File: config.mk
export PLATFORM = sky130hd
export DESIGN_NAME = stereo_mixer_with_send_and_meters_unit
export DESIGN_NICKNAME = d
export VERILOG_FILES = /design/src/hw/rtl/smix_pkg.sv /design/src/hw/rtl/smix_mac.sv /design/src/hw/rtl/stereo_mixer_with_send_and_meters_unit.sv
export SDC_FILE = /design/constraint.sdc
export NUM_CORES = 2
export LEC_CHECK = 0
export BUFFER_PORTS_ARGS = -buffer_cell sky130_fd_sc_hd__buf_2
export CAP_MARGIN = 20
export CORE_AREA = 2 2 355 357
export DETAILED_ROUTE_END_ITERATION = 10
export DIE_AREA = 0 0 357 359
export PLACE_DENSITY = 0.83
export SLEW_MARGIN = 10
export SYNTH_ARGS = -nofsm -noshare
export SYNTH_HDL_FRONTEND = slang
export SYNTH_SLANG_ARGS = --single-unit
File: constraint.sdc
create_clock -name clk -period 21.8 [get_ports clk]
set_input_delay 1.09 -clock clk [delete_from_list [all_inputs] [get_ports clk]]
set_output_delay 1.09 -clock clk [all_outputs]
set_load 0.05 [all_outputs]
File: src/hw/rtl/smix_pkg.sv
// Shared types, constants and helpers for the stereo mixer.
package smix_pkg;

  localparam int CHANNELS = 8;
  localparam int ACC_W    = 24;
  localparam int OPA_W    = 28;
  localparam int PROD_W   = 30;

  localparam logic [1:0] OP_LOAD  = 2'd0;
  localparam logic [1:0] OP_SAMP  = 2'd1;
  localparam logic [1:0] OP_READ  = 2'd2;
  localparam logic [1:0] OP_CLEAR = 2'd3;

  localparam logic [1:0] REG_SOLO = 2'd0;
  localparam logic [1:0] REG_ML   = 2'd1;
  localparam logic [1:0] REG_MR   = 2'd2;
  localparam logic [1:0] REG_MIX  = 2'd3;

  localparam logic [15:0] UNITY   = 16'd16384;
  localparam logic [15:0] MIX_DEF = 16'd5793;

  typedef struct packed {
    logic [1:0]         op;
    logic [2:0]         channel;
    logic signed [15:0] channel_sample;
    logic               frame_end;
    logic signed [15:0] return_left;
    logic signed [15:0] return_right;
    logic [15:0]        level_gain;
    logic [15:0]        pan_left_gain;
    logic [15:0]        pan_right_gain;
    logic [15:0]        send_gain;
    logic               mute_flag;
    logic               send_mute_flag;
  } in_item_t;

  typedef struct packed {
    logic signed [15:0] out_left;
    logic signed [15:0] out_right;
    logic signed [15:0] send_left;
    logic signed [15:0] send_right;
    logic [15:0]        peak_value;
    logic [3:0]         peak_index;
    logic               last;
  } out_item_t;

  function automatic logic signed [15:0] sat16(input logic signed [PROD_W-1:0] v);
    if (v > $signed(PROD_W'(32767))) return 16'sh7fff;
    if (v < -$signed(PROD_W'(32768))) return 16'sh8000;
    return v[15:0];
  endfunction

  function automatic logic signed [ACC_W-1:0] acc_add(input logic signed [ACC_W-1:0] a,
                                                      input logic signed [PROD_W-1:0] v);
    logic signed [PROD_W:0] s;
    s = (PROD_W+1)'(a) + (PROD_W+1)'(v);
    if (s > $signed((PROD_W+1)'(8388607))) return 24'sh7fffff;
    if (s < -$signed((PROD_W+1)'(8388608))) return 24'sh800000;
    return s[ACC_W-1:0];
  endfunction

  function automatic logic [15:0] mag16(input logic signed [PROD_W-1:0] v);
    logic [PROD_W-1:0] a;
    a = v[PROD_W-1] ? PROD_W'(-v) : PROD_W'(v);
    return (a > PROD_W'(65535)) ? 16'hffff : a[15:0];
  endfunction

endpackage

File: src/hw/rtl/smix_mac.sv
// Shared gain multiplier with Q2.14 rounding and a registered result.
module smix_mac (
  input  logic                                clk,
  input  logic signed [smix_pkg::OPA_W-1:0]   a,
  input  logic [15:0]                         g,
  output logic signed [smix_pkg::PROD_W-1:0]  p
);
  import smix_pkg::*;

  logic signed [OPA_W+16:0] prod;

  assign prod = a * $signed({1'b0, g}) + (OPA_W+17)'(8192);

  always_ff @(posedge clk) begin
    p <= PROD_W'(prod >>> 14);
  end

endmodule

File: src/hw/rtl/stereo_mixer_with_send_and_meters_unit.sv
// Stereo mixer with effect send and peak meters: sequencer, tables and output register.
// One shared 28x17 multiplier does every gain product, one per cycle. A load or
// clear is done on its transfer; after its transfer a sample steps through S0 to S6 when its
// channel is heard and only S0 when it is not, then F1 to F7 when it closes the frame;
// a peak readout sends 10 transfers, each held until the output side takes it, and
// the next one is sent only after that. A new item is taken only once the last result is gone.
module stereo_mixer_with_send_and_meters_unit (
  input  logic                  clk,
  input  logic                  rst,
  input  logic                  in_valid,
  output logic                  in_ready,
  input  smix_pkg::in_item_t    in_data,
  output logic                  out_valid,
  input  logic                  out_ready,
  output smix_pkg::out_item_t   out_data,
  input  logic                  cfg_we,
  input  logic [1:0]            cfg_index,
  input  logic [15:0]           cfg_data
);
  import smix_pkg::*;

  localparam logic [3:0] ST_IDLE = 4'd0;
  localparam logic [3:0] ST_S0   = 4'd1;
  localparam logic [3:0] ST_S1   = 4'd2;
  localparam logic [3:0] ST_S2   = 4'd3;
  localparam logic [3:0] ST_S3   = 4'd4;
  localparam logic [3:0] ST_S4   = 4'd5;
  localparam logic [3:0] ST_S5   = 4'd6;
  localparam logic [3:0] ST_S6   = 4'd7;
  localparam logic [3:0] ST_F1   = 4'd8;
  localparam logic [3:0] ST_F2   = 4'd9;
  localparam logic [3:0] ST_F3   = 4'd10;
  localparam logic [3:0] ST_F4   = 4'd11;
  localparam logic [3:0] ST_F5   = 4'd12;
  localparam logic [3:0] ST_F6   = 4'd13;
  localparam logic [3:0] ST_F7   = 4'd14;
  localparam logic [3:0] ST_RD   = 4'd15;

  logic [3:0] state;
  logic [3:0] sel;
  in_item_t   item;

  logic signed [3:0] solo;
  logic [15:0] master_left, master_right, mix_factor;

  logic [15:0] chan_level     [CHANNELS];
  logic [15:0] chan_pan_left  [CHANNELS];
  logic [15:0] chan_pan_right [CHANNELS];
  logic [15:0] chan_send      [CHANNELS];
  logic        chan_mute      [CHANNELS];
  logic        chan_send_mute [CHANNELS];
  logic [15:0] chan_peak      [CHANNELS];
  logic [15:0] bus_peak       [2];

  logic signed [ACC_W-1:0] acc_ol, acc_or, acc_sl, acc_sr;
  logic signed [PROD_W-1:0] sig, lval, rval, p;
  logic signed [15:0] res_ol, res_or, res_sl;

  logic signed [OPA_W-1:0] opa;
  logic [15:0] opg;
  logic [2:0]  ci;
  logic        heard;

  assign ci       = sel[2:0];
  assign in_ready = (state == ST_IDLE) && !out_valid;
  assign heard    = solo[3] ? !chan_mute[ci] : (solo == $signed({1'b0, ci}));

  always_comb begin
    opa = '0;
    opg = '0;
    case (state)
      ST_S1: begin opa = OPA_W'(item.channel_sample); opg = chan_level[ci]; end
      ST_S2: begin opa = OPA_W'(p); opg = chan_pan_left[ci]; end
      ST_S3: begin opa = OPA_W'(sig); opg = chan_pan_right[ci]; end
      ST_S4: begin opa = OPA_W'(lval); opg = chan_send[ci]; end
      ST_S5: begin opa = OPA_W'(rval); opg = chan_send[ci]; end
      ST_F1: begin
        opa = OPA_W'(acc_ol) + OPA_W'(item.return_left);
        opg = master_left;
      end
      ST_F2: begin opa = OPA_W'(p); opg = mix_factor; end
      ST_F3: begin
        opa = OPA_W'(acc_or) + OPA_W'(item.return_right);
        opg = master_right;
      end
      ST_F4: begin opa = OPA_W'(p); opg = mix_factor; end
      ST_F5: begin opa = OPA_W'(acc_sl); opg = mix_factor; end
      ST_F6: begin opa = OPA_W'(acc_sr); opg = mix_factor; end
      default: begin opa = '0; opg = '0; end
    endcase
  end

  smix_mac u_mac (.clk(clk), .a(opa), .g(opg), .p(p));

  always_ff @(posedge clk) begin
    if (rst) begin
      state        <= ST_IDLE;
      sel          <= '0;
      out_valid    <= 1'b0;
      solo         <= -4'sd1;
      master_left  <= UNITY;
      master_right <= UNITY;
      mix_factor   <= MIX_DEF;
      acc_ol       <= '0;
      acc_or       <= '0;
      acc_sl       <= '0;
      acc_sr       <= '0;
      bus_peak[0]  <= '0;
      bus_peak[1]  <= '0;
      for (int i = 0; i < CHANNELS; i++) begin
        chan_level[i]     <= UNITY;
        chan_pan_left[i]  <= UNITY;
        chan_pan_right[i] <= UNITY;
        chan_send[i]      <= '0;
        chan_mute[i]      <= 1'b0;
        chan_send_mute[i] <= 1'b0;
        chan_peak[i]      <= '0;
      end
    end else begin
      if (out_valid && out_ready) out_valid <= 1'b0;
      if (cfg_we) begin
        unique case (cfg_index)
          REG_SOLO: solo         <= $signed(cfg_data[3:0]);
          REG_ML:   master_left  <= cfg_data;
          REG_MR:   master_right <= cfg_data;
          REG_MIX:  mix_factor   <= cfg_data;
          default:  ;
        endcase
      end
      unique case (state)
        ST_IDLE: if (in_valid && in_ready) begin
          item <= in_data;
          sel  <= (in_data.op == OP_READ) ? 4'd0 : {1'b0, in_data.channel};
          unique case (in_data.op)
            OP_LOAD: begin
              chan_level[in_data.channel]     <= in_data.level_gain;
              chan_pan_left[in_data.channel]  <= in_data.pan_left_gain;
              chan_pan_right[in_data.channel] <= in_data.pan_right_gain;
              chan_send[in_data.channel]      <= in_data.send_gain;
              chan_mute[in_data.channel]      <= in_data.mute_flag;
              chan_send_mute[in_data.channel] <= in_data.send_mute_flag;
            end
            OP_SAMP: state <= ST_S0;
            OP_READ: state <= ST_RD;
            OP_CLEAR: begin
              for (int i = 0; i < CHANNELS; i++) chan_peak[i] <= '0;
              bus_peak[0] <= '0;
              bus_peak[1] <= '0;
            end
            default: ;
          endcase
        end
        ST_S0: state <= heard ? ST_S1 : (item.frame_end ? ST_F1 : ST_IDLE);
        ST_S1: state <= ST_S2;
        ST_S2: begin
          sig <= p;
          if (mag16(p) > chan_peak[ci]) chan_peak[ci] <= mag16(p);
          state <= ST_S3;
        end
        ST_S3: begin
          lval   <= p;
          acc_ol <= acc_add(acc_ol, p);
          state  <= ST_S4;
        end
        ST_S4: begin
          rval   <= p;
          acc_or <= acc_add(acc_or, p);
          state  <= ST_S5;
        end
        ST_S5: begin
          if (!chan_send_mute[ci]) acc_sl <= acc_add(acc_sl, p);
          state <= ST_S6;
        end
        ST_S6: begin
          if (!chan_send_mute[ci]) acc_sr <= acc_add(acc_sr, p);
          state <= item.frame_end ? ST_F1 : ST_IDLE;
        end
        ST_F1: state <= ST_F2;
        ST_F2: state <= ST_F3;
        ST_F3: begin res_ol <= sat16(p); state <= ST_F4; end
        ST_F4: state <= ST_F5;
        ST_F5: begin res_or <= sat16(p); state <= ST_F6; end
        ST_F6: begin res_sl <= sat16(p); state <= ST_F7; end
        ST_F7: begin
          out_data.out_left   <= res_ol;
          out_data.out_right  <= res_or;
          out_data.send_left  <= res_sl;
          out_data.send_right <= sat16(p);
          out_data.peak_value <= '0;
          out_data.peak_index <= '0;
          out_data.last       <= 1'b1;
          out_valid           <= 1'b1;
          if (mag16(PROD_W'(res_ol)) > bus_peak[0]) bus_peak[0] <= mag16(PROD_W'(res_ol));
          if (mag16(PROD_W'(res_or)) > bus_peak[1]) bus_peak[1] <= mag16(PROD_W'(res_or));
          acc_ol <= '0;
          acc_or <= '0;
          acc_sl <= '0;
          acc_sr <= '0;
          state  <= ST_IDLE;
        end
        ST_RD: if (!out_valid) begin
          out_data.out_left   <= '0;
          out_data.out_right  <= '0;
          out_data.send_left  <= '0;
          out_data.send_right <= '0;
          out_data.peak_index <= sel;
          out_data.last       <= (sel == 4'(CHANNELS + 1));
          if (sel < 4'(CHANNELS))      out_data.peak_value <= chan_peak[ci];
          else if (sel == 4'(CHANNELS)) out_data.peak_value <= bus_peak[0];
          else                          out_data.peak_value <= bus_peak[1];
          out_valid <= 1'b1;
          if (sel == 4'(CHANNELS + 1)) begin
            for (int i = 0; i < CHANNELS; i++) chan_peak[i] <= '0;
            bus_peak[0] <= '0;
            bus_peak[1] <= '0;
            state <= ST_IDLE;
          end else begin
            sel <= sel + 4'd1;
          end
        end
        default: state <= ST_IDLE;
      endcase
    end
  end

  a_frame_out: assert property (@(posedge clk) disable iff (rst)
    state == ST_F7 |=> out_valid) else $error("frame result not presented");
  a_busy_out: assert property (@(posedge clk) disable iff (rst)
    in_ready |-> !out_valid) else $error("input taken while result pending");
  a_readout_run: assert property (@(posedge clk) disable iff (rst)
    out_valid && !out_data.last |-> state == ST_RD) else $error("readout run broken");

endmodule
-- Word level (Yosys, flattened, before mapping)
Memory sizes are Yosys's and may differ from the RTL's. A register that Yosys moved wholly into a read port is not among the register bits.
Index checks and enable logic that the tools add are counted.
- output and inout port bits: 87
- input bits: 143
- logic and storage cells: 360
- ROM bits: 0
- flip-flop bits (word level): 453
- memories kept: 8
- latch bits: 0
- bits in writable memories: 688
- memories (name ; words ; width ; rd ports ; clocked after memory_dff ; write ports ; line ; RTL):
    chan_level ; 8 ; 16 ; 1 ; 1 ; 8 ; stereo_mixer_with_send_and_meters_unit.sv:46 ; logic [15:0] chan_level [CHANNELS];
    chan_pan_left ; 8 ; 16 ; 1 ; 1 ; 8 ; stereo_mixer_with_send_and_meters_unit.sv:47 ; logic [15:0] chan_pan_left [CHANNELS];
    chan_pan_right ; 8 ; 16 ; 1 ; 1 ; 8 ; stereo_mixer_with_send_and_meters_unit.sv:48 ; logic [15:0] chan_pan_right [CHANNELS];
    chan_peak ; 8 ; 16 ; 1 ; 1 ; 8 ; stereo_mixer_with_send_and_meters_unit.sv:52 ; logic [15:0] chan_peak [CHANNELS];
    chan_send ; 8 ; 16 ; 1 ; 1 ; 8 ; stereo_mixer_with_send_and_meters_unit.sv:49 ; logic [15:0] chan_send [CHANNELS];
    bus_peak ; 2 ; 16 ; 2 ; 0 ; 2 ; stereo_mixer_with_send_and_meters_unit.sv:53 ; logic [15:0] bus_peak [2];
    +2 memories ; - ; - ; - ; - ; - ; - ;
- multiplexer cells: 200
- $lt $le $gt $ge: 17
- $mul: 1
- shift-type cells: 0
- divide/modulo/power cells: 0
- bitwise logic cells: 23
- eq/ne operators: 31
- add/subtract/negate cells: 11
- reductions and logical operators: 40
- operator list (cell ; count):
    16-bit 2-to-1 mux ; 42
    24-bit 2-to-1 mux ; 18
    28-bit one-hot mux with 9 select lines ; 1
    24-bit one-hot mux with 2 select lines ; 4
    85-bit one-hot mux with 2 select lines ; 1
    24-bit by 30-bit adder with 31-bit output ; 4
    31-bit by 24-bit > comparator with 1-bit output (second input constant) ; 4
    31-bit by 24-bit < comparator with 1-bit output (second input constant) ; 4
    30-bit by 16-bit > comparator with 1-bit output (second input constant) ; 4
    16-bit one-hot mux with 7 select lines ; 1
    1-bit 2-to-1 mux ; 95
    30-bit 2-to-1 mux ; 3
    85-bit 2-to-1 mux ; 1
    16-bit OR reduction ; 5
    3-bit 2-to-1 mux ; 22
    4-bit one-hot mux with 16 select lines ; 1
    16-bit negator with 30-bit output ; 2
    24-bit by 16-bit adder with 25-bit output ; 2
    16-bit > comparator ; 3
    44-bit by 15-bit adder with 44-bit output (second input constant) ; 1
    28-bit by 17-bit multiplier with 44-bit output ; 1
    4-bit equality test (second input constant) ; 10
    4-bit 2-to-1 mux ; 8
    30-bit by 16-bit < comparator with 1-bit output (second input constant) ; 1
    28 further kinds ; 85

-- Longest topological paths before layout
- word-level depth: 14
- mapped depth: 39
- depth with buffers taken out: 37

-- Cells and area by module
A second synthesis with hierarchy kept.
- cell total of the unflattened synthesis: 6630
- area, all modules: 74760.5 um^2
- by module, submodules not included (module ; seq. area each (um^2) ; area each (um^2) ; cells each ; times used):
    stereo_mixer_with_send_and_meters_unit ; 31850.5 ; 58100.7 ; 4803 ; 1
    smix_mac ; 600.6 ; 16659.7 ; 1827 ; 1

-- Worst setup path after synthesis
No wires, ideal clock.
- path type: input-to-reg
- from: input rst
- to: register out_data[0] (netlist name), enable pin
- arrival time: 14.932 ns
- setup time: 0.981 ns
- setup slack: 5.886 ns
- path buffers: 3
- data required time: 20.819 ns
- cell stages on the path: 4
- path through: clkbuf_1 -> clkbuf_1 -> clkbuf_1 -> a2111oi_0
- longest elaborated chain between the ends: 2
- ends and longest elaborated chain (element ; line ; RTL):
    start: declaration ; stereo_mixer_with_send_and_meters_unit.sv:9 ; input logic rst,
    1-bit NOT (no source line) ; - ;
    3-bit AND reduction (no source line) ; - ;
    end: declaration ; stereo_mixer_with_send_and_meters_unit.sv:15 ; output smix_pkg::out_item_t out_data,
No other way between the ends.
A chain may end at the register's enable or synchronous reset.

-- Final worst setup path
- from: register item[66] (netlist name)
- to: register u_mac.p[29] (netlist name)
- longest elaborated chain between the ends: 4
- ends and longest elaborated chain (element ; line ; RTL):
    start: declaration ; stereo_mixer_with_send_and_meters_unit.sv:41 ; in_item_t item;
    start signal: assignment ; stereo_mixer_with_send_and_meters_unit.sv:132 ; item <= in_data;
    24-bit by 16-bit adder with 25-bit output ; stereo_mixer_with_send_and_meters_unit.sv:83 ; opa = OPA_W'(acc_or) + OPA_W'(item.return_right);
    28-bit one-hot mux with 9 select lines ; stereo_mixer_with_send_and_meters_unit.sv:71 ; case (state)
    28-bit by 17-bit multiplier with 44-bit output ; smix_mac.sv:12 ; assign prod = a * $signed({1'b0, g}) + (OPA_W+17)'(8192);
    44-bit by 15-bit adder with 44-bit output ; smix_mac.sv:12 ;
    via u_mac.prod[43] ; smix_mac.sv:10 ; logic signed [OPA_W+16:0] prod;
    end signal: assignment ; smix_mac.sv:15 ; p <= PROD_W'(prod >>> 14);
    end: declaration ; smix_mac.sv:6 ; output logic signed [smix_pkg::PROD_W-1:0] p
The timed path passes the listed nets, and every way through them passes these cells.

==> flow_summary.json <==
{
  "synth_area_per_cell_um2": 11.2,
  "dieArea_um2": 128000,
  "final_area_um2": 81200,
  "nFillCells": 9231,
  "clkSinkCount": 1144,
  "grt_max_degree": 140,
  "worst-path-stages": 35,
  "p_int_uw": 6050,
  "path_clk_slew_ns": 0.06,
  "place_ws_ns": 11.89,
  "power.switching_uw": 5230,
  "h-tree-depth": 3,
  "synth_top_cells_by_area": "edfxtp_1 39%, fa_1 12%, ha_1 5.9%, dfxtp_1 5.1%, and2_1 5.1%",
  "num_rows": 130,
  "yosysWarnings": 0,
  "multi_input_area_um2": 38300,
  "setup_violations": 0,
  "worstSetupEndpointType": "flip-flop",
  "cts_tree": "done",
  "power.density_nw_per_um2": 139,
  "grt_pass1_vias": 54600,
  "drt-initial-drc-count": 6582,
  "synth_seq_cells": 1144,
  "fin_setup_tns_ns": 0,
  "grt_pass1_wl_um": 326000,
  "overflow": 0,
  "fp.coreArea_um2": 125000,
  "route.detailed.drc": 1,
  "ios": 230,
  "drtPass1Iterations": 11,
  "dpl.cell_count": 8298,
  "drt-total-wl_um": 216000,
  "cp_max_fo": 14,
  "reg2reg_depth": 35,
  "crit_slowest_cell": "o211ai_1",
  "finalPower_uw": 11300,
  "path_buf_inv": 5,
  "syn-cell-area_um2": 74200,
  "cts-root-buf": "clkbuf_16",
  "regToRegEndpoint": "u_mac.p[29]",
  "drv_cap": 0,
  "hold_class": "flip-flop to flip-flop",
  "comb_power_share_pct": 57.8,
  "fin_ws_ns": 11.74,
  "yosys_most_used_dff": "edfxtp_1",
  "area.growth.synth_to_final_pct": 9.41,
  "whs_path_depth": 2,
  "dr_total_vias": 54100,
  "start_util_pct": 59.5,
  "reg2reg_from": "item[66]",
  "netlist.top_cell.by_area": "edfxtp_1",
  "vias_per_cell": 6.33,
  "wl_per_cell_um": 25.3,
  "report.final.hold_viol_count": 0,
  "worst-setup-path-type": "flip-flop to flip-flop",
  "slowest_delay_ns": 0.72,
  "ys_seq_area_share_pct": 43.7,
  "ant_nets": 0,
  "cts-buffers-inserted": 116,
  "gp_congestion": 1.00,
  "swShare_pct": 46.3,
  "clock_power_share_pct": 17.8,
  "fmax_mhz": 99.4,
  "status": "complete, but fails checks",
  "final.min_clock_period_ns": 10.06,
  "startpoint_type": "flip-flop",
  "fin_cells": 8540,
  "peakVddDrop_v": 0.000128,
  "dpl-instance-area_um2": 77300,
  "io_buffers": 229,
  "async_reset_ff_share_pct": 0,
  "synth_nets": 7558,
  "hpwl_um": 147000,
  "p_leak_uw": 0.0335,
  "antenna_found_initial": 45,
  "fin_crit_sh_pct": 46.1,
  "synthCells": 6632,
  "synth_cell_types": 93,
  "cts_buffer_depth": 3,
  "regArea_um2": 32500,
  "crit_family": "adder cells",
  "nets": 7694,
  "slew_headroom_pct": 24.3,
  "postCtsSetupRepairBufs": 0,
  "rsz0062_at_grt": "false",
  "die_y_um": 359,
  "maxSlewViolCount": 0,
  "track_usage_pct": 33.6,
  "hp-start": "master_left[5]",
  "worstMarginPinSlew_ns": 1.13,
  "synth_edf_count": 954,
  "r2r_slack_ns": 11.74,
  "crit_top_cell": "fa_1",
  "critPathRequiredTime_ns": 22.42,
  "clk_latency_ns": 0.76,
  "synth.top_cell.area_share_pct": 38.6,
  "dieWidth_um": 357,
  "p_seq_share_pct": 24.4,
  "cts_resized": 0,
  "failed_checks": "DRC",
  "skew_ns": 0.0446,
  "hold_buffers": 0,
  "drive_above_1_share_pct": 11.8,
  "cp.arrival_ns": 10.67,
  "whs_endpoint": "master_left[5]"
}
-- metal layers --
metal  global-route usage, %  up-vias  share of wire, %
li1                        -    23600                 -
met1                    43.6    26700                37
met2                    53.1     3065                46
met3                    8.74      682                12
met4                    15.9       42               5.1
met5                       0        -              0.13
-- power groups by stage --
stage	registers, uW	clock network, uW	logic, uW
6_report	2760	2000	6520
5_1_grt	2770	2090	7160
4_1_cts	2750	2010	6400
2_1_floorplan	2770	0	4420
3_5_place_dp	2800	0	6350
3_3_place_gp	2790	0	6220
-- cells by family (layout without fill, tap and decap cells) --
kind of cell             count (synthesis)  count (layout)  synth area share (%)
AND/OR/NAND/NOR                       2160            2160                  14.6
flip-flops                            1144            1144                  43.7
AO/OA/AOI/OAI                         1105            1105                  10.3
buffers and inverters                  958            1191                  4.97
adder cells (fa/ha/maj)                783             783                  17.6
multiplexers                           261             261                  6.16
XOR/XNOR                               221             221                  2.61
other                                    0              25                     0
-- layout make-up --
| cell class | instances | area share (%) |
|---|---|---|
| Clock buffer | 146 | 3.85 |
| Antenna cell | 25 | 0.0771 |
| Clock inverter | 69 | 0.825 |
| Inverter | 625 | 2.89 |
| Tap cell | 1650 | 2.54 |
| Multi-Input combinational cell | 4530 | 47.2 |
| Timing Repair Buffer | 351 | 2.63 |
| Sequential cell | 1144 | 40.0 |
-- how the worst max path moves through the flow --
| stage | to | start |
|---|---|---|
| after CTS | u_mac.p[29] | flip-flop |
| final | u_mac.p[29] | item[66] |
| after global routing | u_mac.p[29] | item[82] |
| after floorplan | out_data[0] | rst |
| after global placement | u_mac.p[29] | item[82] |
| after detailed placement | u_mac.p[29] | flip-flop |
-- per-stage QoR --
| step | util [%] | hold WS, ns |
|---|---|---|
| 4_1_cts | 65.1 | 0.459 |
| 3_3_place_gp | 62.0 | 0.441 |
| 5_1_grt | 65.1 | 0.476 |
| 3_5_place_dp | 62.0 | 0.448 |
| 2_1_floorplan | - | 0.436 |
| 6_report | 65.2 | 0.461 |
-- synthesized netlist by cell type, types with 43 or more instances --
| cell | count |
|---|---|
| mux4_2 | 156 |
| edfxtp_1 | 954 |
| a211oi_1 | 62 |
| nand3_1 | 76 |
| nand2_1 | 461 |
| fa_1 | 433 |
| inv_1 | 621 |
| nor2b_1 | 43 |
| xor2_1 | 97 |
| clkbuf_1 | 274 |
| a22oi_1 | 56 |
| a221o_1 | 63 |
| dfxtp_1 | 190 |
| nor3_1 | 55 |
| mux2i_1 | 99 |
| nand4_1 | 62 |
| a21o_1 | 116 |
| nor2_1 | 593 |
| ha_1 | 350 |
| xnor2_1 | 124 |
| a21oi_1 | 256 |
| o21ai_0 | 165 |
| o21a_1 | 59 |
| or2_2 | 51 |
| nand2b_1 | 62 |
| and2_1 | 605 |
-- registers in the layout, summed over array words and instances, names as in the netlist, 28 cells and up, named ones only --
| signal | cells |
|---|---|
| chan_level | 128 |
| lval | 28 |
| chan_pan_left | 128 |
| rval | 28 |
| item | 49 |
| chan_send | 128 |
| chan_pan_right | 128 |
| chan_peak | 128 |
| u_mac.p | 30 |
| bus_peak | 32 |
| out_data | 85 |
| sig | 28 |
-- cell usage in the layout, fill, tap and decap left out, types with 23 or more instances in the layout --
cell type,n
a31oi_1,30
buf_2,228
o22ai_1,29
nor3_1,38
xnor2_1,124
a21o_1,116
o21ai_0,165
and3_1,23
or3_1,40
dfxtp_1,187
edfxtp_1,954
and2_1,605
buf_4,118
a22oi_1,56
nor2b_1,43
a21oi_1,256
o21a_1,59
xor2_1,97
ha_1,350
fa_1,433
a222oi_1,34
o211ai_1,25
nand3_1,76
clkbuf_16,118
a221oi_1,31
nand2_1,461
clkinv_1,25
nand4_1,62
a21boi_0,30
inv_1,621
nand2b_1,62
or2_2,43
nor2_1,581
mux4_2,156
a221o_1,63
mux2i_1,99
a211oi_1,60
diode_2,25
-- worst register-to-register path: cells and delay by family (launching register included) --
kind | cells | cell delay [ns]
AOI/OAI and AO/OA | 16 | 3.70
adders and majority gates | 9 | 4.15
buffers and inverters | 5 | 0.94
and+or+nand+nor | 4 | 0.62
DFF | 1 | 0.39
xor gates and xnor gates | 1 | 0.14
No activity file was read; power rests on OpenSTA's default activity.
